**src/sv/pcxd_pkg.sv**
```systemverilog
// Shared types and constants for the run-length pixel decoder.
package pcxd_pkg;

    localparam int unsigned COORD_BITS_DEF = 16;
    localparam int unsigned CMD_DEPTH      = 2;
    localparam int unsigned CMD_PTR_W      = $clog2(CMD_DEPTH);
    localparam int unsigned CMD_CNT_W      = $clog2(CMD_DEPTH + 1);
    localparam int unsigned CFG_ADDR_W     = 4;

    localparam logic [1:0] RUN_MARK_BITS = 2'b11;

    localparam logic [CFG_ADDR_W-1:0] REG_IMAGE_WIDTH  = 4'd0;
    localparam logic [CFG_ADDR_W-1:0] REG_IMAGE_HEIGHT = 4'd1;
    localparam logic [CFG_ADDR_W-1:0] REG_X_OFFSET     = 4'd2;
    localparam logic [CFG_ADDR_W-1:0] REG_Y_OFFSET     = 4'd3;

    // One unit of work for the back end: a pixel value repeated len times.
    typedef struct packed {
        logic [7:0] value;
        logic [5:0] len;
    } cmd_t;

    typedef struct packed {
        logic [15:0]        image_width;
        logic [15:0]        image_height;
        logic signed [15:0] x_offset;
        logic signed [15:0] y_offset;
    } cfg_t;

    typedef struct packed {
        logic [7:0]         pixel_value;
        logic signed [15:0] screen_x;
        logic signed [15:0] screen_y;
        logic               last_of_run;
        logic               image_end;
    } pix_t;

endpackage

```
**src/sv/pcxd_front.sv**
```systemverilog
// Front end: classifies coded bytes into count bytes and pixel commands.
module pcxd_front
(
    input  logic                  clk,
    input  logic                  rst_n,
    input  logic                  accept,
    input  logic [7:0]            data_byte,
    output logic                  cmd_push,
    output pcxd_pkg::cmd_t        cmd_data
);

    logic       run_pending_reg;
    logic       run_pending_next;
    logic [5:0] run_length_reg;
    logic [5:0] run_length_next;

    always_ff @(posedge clk or negedge rst_n)
    begin
        if (!rst_n)
        begin
            run_pending_reg <= 1'b0;
            run_length_reg  <= 6'd0;
        end
        else
        begin
            run_pending_reg <= run_pending_next;
            run_length_reg  <= run_length_next;
        end
    end

    always_comb
    begin
        run_pending_next = run_pending_reg;
        run_length_next  = run_length_reg;
        cmd_push         = 1'b0;
        cmd_data.value   = data_byte;
        cmd_data.len     = 6'd1;
        if (accept)
        begin
            if (run_pending_reg)
            begin
                // zero-length run consumes the value byte and makes no work
                run_pending_next = 1'b0;
                run_length_next  = 6'd0;
                cmd_data.len     = run_length_reg;
                cmd_push         = (run_length_reg != 6'd0);
            end
            else if (data_byte[7:6] == pcxd_pkg::RUN_MARK_BITS)
            begin
                run_pending_next = 1'b1;
                run_length_next  = data_byte[5:0];
            end
            else
            begin
                cmd_push = 1'b1;
            end
        end
    end

endmodule

```
**src/sv/pcxd_cmd_fifo.sv**
```systemverilog
// Short command queue between the front and back ends.
module pcxd_cmd_fifo
(
    input  logic                  clk,
    input  logic                  rst_n,
    input  logic                  push,
    input  pcxd_pkg::cmd_t        push_data,
    input  logic                  pop,
    output pcxd_pkg::cmd_t        pop_data,
    output logic                  avail,
    output logic                  full
);

    localparam int unsigned DEPTH = pcxd_pkg::CMD_DEPTH;
    localparam int unsigned PTR_W = pcxd_pkg::CMD_PTR_W;
    localparam int unsigned CNT_W = pcxd_pkg::CMD_CNT_W;

    pcxd_pkg::cmd_t   slot_reg [DEPTH];
    logic [PTR_W-1:0] wr_ptr_reg;
    logic [PTR_W-1:0] wr_ptr_next;
    logic [PTR_W-1:0] rd_ptr_reg;
    logic [PTR_W-1:0] rd_ptr_next;
    logic [CNT_W-1:0] count_reg;
    logic [CNT_W-1:0] count_next;

    assign full     = (count_reg == CNT_W'(DEPTH));
    assign avail    = (count_reg != '0);
    assign pop_data = slot_reg[rd_ptr_reg];

    always_comb
    begin
        wr_ptr_next = wr_ptr_reg;
        rd_ptr_next = rd_ptr_reg;
        count_next  = count_reg;
        if (push)
        begin
            wr_ptr_next = (wr_ptr_reg == PTR_W'(DEPTH - 1)) ? '0 : wr_ptr_reg + PTR_W'(1);
        end
        if (pop)
        begin
            rd_ptr_next = (rd_ptr_reg == PTR_W'(DEPTH - 1)) ? '0 : rd_ptr_reg + PTR_W'(1);
        end
        if (push && !pop)
        begin
            count_next = count_reg + CNT_W'(1);
        end
        else if (pop && !push)
        begin
            count_next = count_reg - CNT_W'(1);
        end
    end

    always_ff @(posedge clk or negedge rst_n)
    begin
        if (!rst_n)
        begin
            wr_ptr_reg <= '0;
            rd_ptr_reg <= '0;
            count_reg  <= '0;
        end
        else
        begin
            wr_ptr_reg <= wr_ptr_next;
            rd_ptr_reg <= rd_ptr_next;
            count_reg  <= count_next;
        end
    end

    always_ff @(posedge clk)
    begin
        if (push)
        begin
            slot_reg[wr_ptr_reg] <= push_data;
        end
    end

endmodule

```
**src/sv/pcxd_back.sv**
```systemverilog
// Back end: expands pixel commands, tracks raster position, holds the result register.
module pcxd_back
#(
    parameter int unsigned COORD_BITS = pcxd_pkg::COORD_BITS_DEF
)
(
    input  logic                  clk,
    input  logic                  rst_n,
    input  pcxd_pkg::cfg_t        cfg,
    input  logic                  cmd_avail,
    input  pcxd_pkg::cmd_t        cmd_data,
    output logic                  cmd_pop,
    input  logic                  out_pop,
    output logic                  out_valid,
    output pcxd_pkg::pix_t        out_pix
);

    localparam logic [15:0] COORD_MASK = 16'((32'd1 << COORD_BITS) - 32'd1);

    logic           cur_valid_reg;
    logic           cur_valid_next;
    logic [7:0]     cur_value_reg;
    logic [7:0]     cur_value_next;
    logic [5:0]     cur_left_reg;
    logic [5:0]     cur_left_next;
    logic [15:0]    column_reg;
    logic [15:0]    column_next;
    logic [15:0]    row_reg;
    logic [15:0]    row_next;
    logic [31:0]    count_reg;
    logic [31:0]    count_next;
    logic [31:0]    total_reg;
    logic           out_valid_reg;
    logic           out_valid_next;
    pcxd_pkg::pix_t out_reg;

    logic           out_ready;
    logic           emit;
    logic           done;
    logic           last;
    logic           take;
    logic [31:0]    count_inc;
    logic [15:0]    limit;
    logic [15:0]    sum_x;
    logic [15:0]    sum_y;

    assign out_ready = !out_valid_reg || out_pop;
    assign emit      = cur_valid_reg && out_ready;
    assign count_inc = count_reg + 32'd1;
    assign done      = (count_inc == total_reg);
    assign last      = (cur_left_reg == 6'd1) || done;
    assign take      = !cur_valid_reg || (emit && last);
    assign cmd_pop   = take && cmd_avail;
    assign limit     = cfg.image_width - 16'd1;
    assign sum_x     = (column_reg + cfg.x_offset) & COORD_MASK;
    assign sum_y     = (row_reg + cfg.y_offset) & COORD_MASK;
    assign out_valid = out_valid_reg;
    assign out_pix   = out_reg;

    always_comb
    begin
        cur_valid_next = cur_valid_reg;
        cur_value_next = cur_value_reg;
        cur_left_next  = cur_left_reg;
        column_next    = column_reg;
        row_next       = row_reg;
        count_next     = count_reg;
        out_valid_next = out_valid_reg;

        if (take)
        begin
            // a run cut short by image end drops its remaining pixels here
            cur_valid_next = cmd_avail;
            cur_value_next = cmd_data.value;
            cur_left_next  = cmd_data.len;
        end
        else if (emit)
        begin
            cur_left_next = cur_left_reg - 6'd1;
        end

        if (emit)
        begin
            out_valid_next = 1'b1;
            if (done)
            begin
                column_next = 16'd0;
                row_next    = 16'd0;
                count_next  = 32'd0;
            end
            else
            begin
                count_next = count_inc;
                if (column_reg < limit)
                begin
                    column_next = column_reg + 16'd1;
                end
                else
                begin
                    column_next = 16'd0;
                    row_next    = row_reg + 16'd1;
                end
            end
        end
        else if (out_pop)
        begin
            out_valid_next = 1'b0;
        end
    end

    always_ff @(posedge clk or negedge rst_n)
    begin
        if (!rst_n)
        begin
            cur_valid_reg <= 1'b0;
            cur_left_reg  <= 6'd0;
            column_reg    <= 16'd0;
            row_reg       <= 16'd0;
            count_reg     <= 32'd0;
            out_valid_reg <= 1'b0;
            total_reg     <= 32'd1;
        end
        else
        begin
            cur_valid_reg <= cur_valid_next;
            cur_left_reg  <= cur_left_next;
            column_reg    <= column_next;
            row_reg       <= row_next;
            count_reg     <= count_next;
            out_valid_reg <= out_valid_next;
            total_reg     <= 32'(cfg.image_width) * 32'(cfg.image_height);
        end
    end

    always_ff @(posedge clk)
    begin
        cur_value_reg <= cur_value_next;
        if (emit)
        begin
            out_reg.pixel_value <= cur_value_reg;
            out_reg.screen_x    <= sum_x;
            out_reg.screen_y    <= sum_y;
            out_reg.last_of_run <= last;
            out_reg.image_end   <= done;
        end
    end

endmodule

```
**src/sv/pcx_rle_pixel_decoder.sv**
```systemverilog
// Top level of the run-length pixel decoder: configuration registers and wiring.
//
// Input queue side: drive data_byte with push; a byte is taken at a clock edge
// with push high and full low. Result queue side: while empty is low the oldest
// pixel sits on pixel_value, screen_x, screen_y, last_of_run and image_end; it is
// taken at an edge with pop high. Configuration: cfg_we writes cfg_wdata into
// register cfg_addr (0 width, 1 height, 2 x offset, 3 y offset); other indexes
// are ignored. Write registers only while the decoder is idle.
// A literal byte passes through the command queue and current-command register
// into the result register. Literal bytes and run pixels flow at one per cycle
// while the receiver keeps up; a count byte makes no pixel, and the value byte
// after it makes the run, cut short at image end. A run holds the input side
// once the 2-entry command queue fills, as the back end expands one pixel per
// cycle. A stalled receiver freezes the result register, then the back end, then
// the command queue, and finally raises full. Reset clears the queue, any pending
// run and the position counters, and sets width and height to 1 with zero offsets.
module pcx_rle_pixel_decoder
#(
    parameter int unsigned COORD_BITS = pcxd_pkg::COORD_BITS_DEF
)
(
    input  logic                               clk,
    input  logic                               rst_n,
    input  logic                               push,
    output logic                               full,
    input  logic [7:0]                         data_byte,
    output logic                               empty,
    input  logic                               pop,
    output logic [7:0]                         pixel_value,
    output logic signed [15:0]                 screen_x,
    output logic signed [15:0]                 screen_y,
    output logic                               last_of_run,
    output logic                               image_end,
    input  logic                               cfg_we,
    input  logic [pcxd_pkg::CFG_ADDR_W-1:0]    cfg_addr,
    input  logic [15:0]                        cfg_wdata
);

    pcxd_pkg::cfg_t cfg_reg;
    pcxd_pkg::cmd_t front_cmd;
    pcxd_pkg::cmd_t fifo_cmd;
    pcxd_pkg::pix_t out_pix;
    logic           accept;
    logic           cmd_push;
    logic           cmd_pop;
    logic           cmd_avail;
    logic           out_valid;

    assign accept = push && !full;

    always_ff @(posedge clk or negedge rst_n)
    begin
        if (!rst_n)
        begin
            cfg_reg.image_width  <= 16'd1;
            cfg_reg.image_height <= 16'd1;
            cfg_reg.x_offset     <= 16'sd0;
            cfg_reg.y_offset     <= 16'sd0;
        end
        else if (cfg_we)
        begin
            case (cfg_addr)
                pcxd_pkg::REG_IMAGE_WIDTH:  cfg_reg.image_width  <= cfg_wdata;
                pcxd_pkg::REG_IMAGE_HEIGHT: cfg_reg.image_height <= cfg_wdata;
                pcxd_pkg::REG_X_OFFSET:     cfg_reg.x_offset     <= cfg_wdata;
                pcxd_pkg::REG_Y_OFFSET:     cfg_reg.y_offset     <= cfg_wdata;
                default:                    cfg_reg              <= cfg_reg;
            endcase
        end
    end

    pcxd_front u_front
    (
        .clk       (clk),
        .rst_n     (rst_n),
        .accept    (accept),
        .data_byte (data_byte),
        .cmd_push  (cmd_push),
        .cmd_data  (front_cmd)
    );

    pcxd_cmd_fifo u_cmd_fifo
    (
        .clk       (clk),
        .rst_n     (rst_n),
        .push      (cmd_push),
        .push_data (front_cmd),
        .pop       (cmd_pop),
        .pop_data  (fifo_cmd),
        .avail     (cmd_avail),
        .full      (full)
    );

    pcxd_back
    #(
        .COORD_BITS (COORD_BITS)
    )
    u_back
    (
        .clk       (clk),
        .rst_n     (rst_n),
        .cfg       (cfg_reg),
        .cmd_avail (cmd_avail),
        .cmd_data  (fifo_cmd),
        .cmd_pop   (cmd_pop),
        .out_pop   (pop),
        .out_valid (out_valid),
        .out_pix   (out_pix)
    );

    assign empty       = !out_valid;
    assign pixel_value = out_pix.pixel_value;
    assign screen_x    = out_pix.screen_x;
    assign screen_y    = out_pix.screen_y;
    assign last_of_run = out_pix.last_of_run;
    assign image_end   = out_pix.image_end;

endmodule

```
**config.mk**
```make
export PLATFORM = sky130hd
export DESIGN_NAME = pcx_rle_pixel_decoder
export DESIGN_NICKNAME = d
export VERILOG_FILES = /design/src/sv/pcxd_pkg.sv /design/src/sv/pcxd_front.sv /design/src/sv/pcxd_cmd_fifo.sv /design/src/sv/pcxd_back.sv /design/src/sv/pcx_rle_pixel_decoder.sv
export SDC_FILE = /design/constraint.sdc
export NUM_CORES = 1
export LEC_CHECK = 0
export ABC_CLOCK_PERIOD_IN_PS = 11200
export BUFFER_PORTS_ARGS = -buffer_cell sky130_fd_sc_hd__buf_4
export CAP_MARGIN = 10
export CORE_MARGIN = 2
export CORE_UTILIZATION = 45
export DETAILED_ROUTE_END_ITERATION = 12
export GPL_ROUTABILITY_DRIVEN = 0
export GPL_TIMING_DRIVEN = 0
export PLACE_DENSITY_LB_ADDON = 0.25
export SETUP_SLACK_MARGIN = 0.02
export SLEW_MARGIN = 15
export SYNTH_ARGS = -nofsm -noshare
export SYNTH_HDL_FRONTEND = slang
export SYNTH_SLANG_ARGS = --single-unit
```
**constraint.sdc**
```tcl
create_clock -name clk -period 11.2 [get_ports clk]
set_clock_uncertainty 0.05 [all_clocks]
set_input_delay 1.12 -clock clk [delete_from_list [all_inputs] [get_ports clk]]
set_output_delay 1.12 -clock clk [all_outputs]
set_load 0.005 [all_outputs]
```
==> flow_metrics.py <==
metrics = {
    "outcome": {
        "outcome": "completed",
    },
    "min_path": {
        "hold_class": "register to register",
    },
    "floorplanning": {
        "start_util": 0.455,
        "coreArea_um2": 47600,
        "die-height_um": 224,
        "num_rows": 80,
        "die_area_um2": 50000,
        "die_w_um": 224,
        "io-pin-count": 77,
    },
    "place": {
        "dp_cells": 2865,
        "portBuffers": 76,
        "detailed_place_hpwl_um": 42700,
    },
    "timing": {
        "hold_viol_final": 0,
        "finalCritPeriodShare": 0.695,
        "worst_pin_slew_ps": 981,
        "fin_setup_tns_ps": 0,
        "rsz0062_at_grt": "false",
        "finalCriticalPeriod_ps": 7790,
        "max_freq_mhz": 128,
        "final-setup-viol-count": 0,
        "slew_viol_final": 0,
        "slew-limit-headroom": 0.341,
        "hold_ws_ps": 370,
    },
    "setup_path": {
        "startpoint_type": "register",
        "crit_path_start": "cfg_reg[59]$_DFFE_PN0P_",
        "crit_fanout": 10,
        "timing.rr.end": "u_back.total_reg[30]$_DFF_PN0_",
        "reg2reg_depth": 22,
        "rr_startpoint": "cfg_reg[59]$_DFFE_PN0P_",
        "ff2ff_setup_slack_ps": 3410,
        "required_ps": 11610,
        "arrival_ps": 8200,
        "critPathCaptureType": "register",
        "crit_type": "register to register",
        "cp-endpoint": "u_back.total_reg[30]$_DFF_PN0_",
    },
    "route": {
        "route.detailed.drc": 0,
        "via_per_inst": 5.53,
        "wl_met1_um": 24100,
        "vias": 16152,
        "first_pass_iters": 5,
        "topRoutingLayerUsed": "met4",
        "met3_length_um": 3570,
        "drt-total-wl_um": 55400,
        "drtAntennaViolNets": 0,
        "routedWlPerCell_um": 19.0,
        "wl_met2_um": 26100,
        "drt_iter0_markers": 1295,
    },
    "cells_and_area": {
        "largest_reg_flops": 64,
        "drive_gt1_frac": 0.111,
        "finalNetCount": 2667,
        "syn_to_final_growth_pct": 11.1,
        "fillCellCount": 4365,
        "diodes": 0,
        "instances_no_fill": 2921,
    },
    "synth": {
        "ys.flop_type": "dfrtp_1",
        "syn_area_per_cell_um2": 9.99,
        "synth_warnings": 0,
        "synth_seq_cells": 257,
        "yosysSeqAreaShare": 0.315,
        "synthCells": 2173,
        "synth_area_um2": 21700,
        "ys_async_sr_fraction": 0.696,
        "synth_cell_type_count": 81,
        "synth_edf_count": 78,
        "syn_nets": 2558,
    },
    "cts": {
        "cts_max_level": 1,
        "path_clk_slew_ps": 60,
        "clock_latency_ps": 590,
        "cts_setup_buffers": 0,
        "clock_sinks": 257,
        "cts_made_buffers": 30,
        "cts_resized": 0,
        "ctsHoldBuffers": 0,
        "clockBufferDepth": 3,
        "cts_tree": "yes",
        "cts_root_buffer": "clkbuf_16",
    },
    "global_route": {
        "grt_pass1_vias": 16619,
        "grt_max_degree": 99,
        "track_usage": 0.226,
        "antenna_found_initial": 1,
        "overflow": 0,
        "grt_pass1_wl_um": 89800,
    },
    "flow_run": {
        "maxCapViolCount": 0,
    },
}
[worst min path at each step]
stage | start | end | slack, ps | cells after the start
floorplan | u_back.cur_value_reg[0]$_DFFE_PN_ | u_back.out_pix[34]$_DFFE_PP_ | 350 | 0
global placement | u_back.cur_value_reg[4]$_DFFE_PN_ | u_back.out_pix[38]$_DFFE_PP_ | 360 | 0
detailed placement | u_back.cur_value_reg[4]$_DFFE_PN_ | u_back.out_pix[38]$_DFFE_PP_ | 360 | 0
CTS | u_back.cur_value_reg[4]$_DFFE_PN_ | u_back.out_pix[38]$_DFFE_PP_ | 370 | 0
global route | u_back.cur_value_reg[4]$_DFFE_PN_ | u_back.out_pix[38]$_DFFE_PP_ | 380 | 0
finish | u_back.cur_value_reg[4]$_DFFE_PN_ | u_back.out_pix[38]$_DFFE_PP_ | 370 | 0
[cells in the mapped netlist (9+ instances only)]
cell / n / share of area
o21ai_1: 16 / 0.0037
xnor2_1: 72 / 0.029
buf_2: 16 / 0.0037
and3_1: 27 / 0.0078
nand3_1: 48 / 0.011
dfrtp_1: 176 / 0.20
nand4_1: 31 / 0.0089
or4_1: 12 / 0.0042
clkbuf_1: 78 / 0.013
fa_1: 196 / 0.18
ha_1: 156 / 0.090
o31ai_1: 9 / 0.0031
o21a_1: 14 / 0.0048
a21o_1: 27 / 0.0093
nor2_1: 96 / 0.017
nor4_1: 20 / 0.0058
nor2b_1: 17 / 0.0049
a22o_1: 15 / 0.0061
xor2_1: 44 / 0.018
a211oi_1: 14 / 0.0048
or2_2: 10 / 0.0029
mux2_2: 75 / 0.039
nor3_1: 34 / 0.0078
a21oi_1: 61 / 0.014
mux2i_1: 24 / 0.011
and2_1: 120 / 0.035
edfxtp_1: 78 / 0.11
nand2b_1: 18 / 0.0052
o21ai_0: 41 / 0.0095
inv_1: 257 / 0.044
nand2_1: 234 / 0.040
or3_1: 12 / 0.0035
[logic make-up after synthesis]
logic type               after synthesis  synth area share
adder cells (fa/ha/maj)              353             0.271
buffers and inverters                364            0.0654
multiplexers                          99            0.0500
XOR/XNOR                             116            0.0468
AND/OR/NAND/NOR                      717             0.170
flip-flops                           257             0.315
AO/OA/AOI/OAI                        267            0.0816
[per-layer routing]
layer / up-vias / track usage
met4: 0 / 0.0609
met1: 8079 / 0.301
li1: 7497 / -
met5: - / 0
met2: 484 / 0.379
met3: 92 / 0.0426
[cells in the final DEF, fill, tap and decap left out, types with 41 or more instances in the layout]
cell      instances
inv_1           257
buf_4            80
ha_1            156
nor2_1           95
edfxtp_1         78
xnor2_1          72
o21ai_0          41
mux2_2           75
clkbuf_1         85
fa_1            196
xor2_1           44
nand3_1          48
and2_1          120
dfrtp_1         176
nand2_1         234
a21oi_1          61
[stage by stage]
step | utilization | cell area (µm²) | setup slack [ps]
3_5_place_dp | 0.485 | 23100 | 3490
5_1_grt | 0.506 | 24100 | 3040
6_report | 0.506 | 24100 | 3410
3_3_place_gp | 0.484 | 23000 | 3640
2_1_floorplan | - | 21700 | 4800
4_1_cts | 0.506 | 24100 | 3460
[worst max-delay path, cell delays in order (launching register included)]
cell and delay [ps]:
dfrtp_1 350, clkbuf_1 490, clkbuf_1 590, nand2_1 170, fa_1 540, fa_1 550, inv_1 60, fa_1 490
fa_1 520, fa_1 500, inv_1 50, fa_1 550, inv_1 60, ha_1 400, nand3_1 110, o211ai_1 220
nor3_1 70, a211oi_1 600, a41oi_1 270, a311oi_1 500, a221oi_1 180, a21oi_1 200, xor2_1 150
[area by class of cell]
cell class	count	area [µm²]	area share
multi-input cells	1552	13500	0.559
flip-flops and latches	257	6830	0.283
inverters	257	965	0.0400
clock buffers	40	808	0.0335
well taps	615	769	0.0319
repair buffers	77	606	0.0251
plain buffers	107	459	0.0191
clock inverters	16	203	0.00841
Power is left out: the tool's default activity adds up to more than one toggle a clock period on the data nets, which glitch-free logic cannot reach.
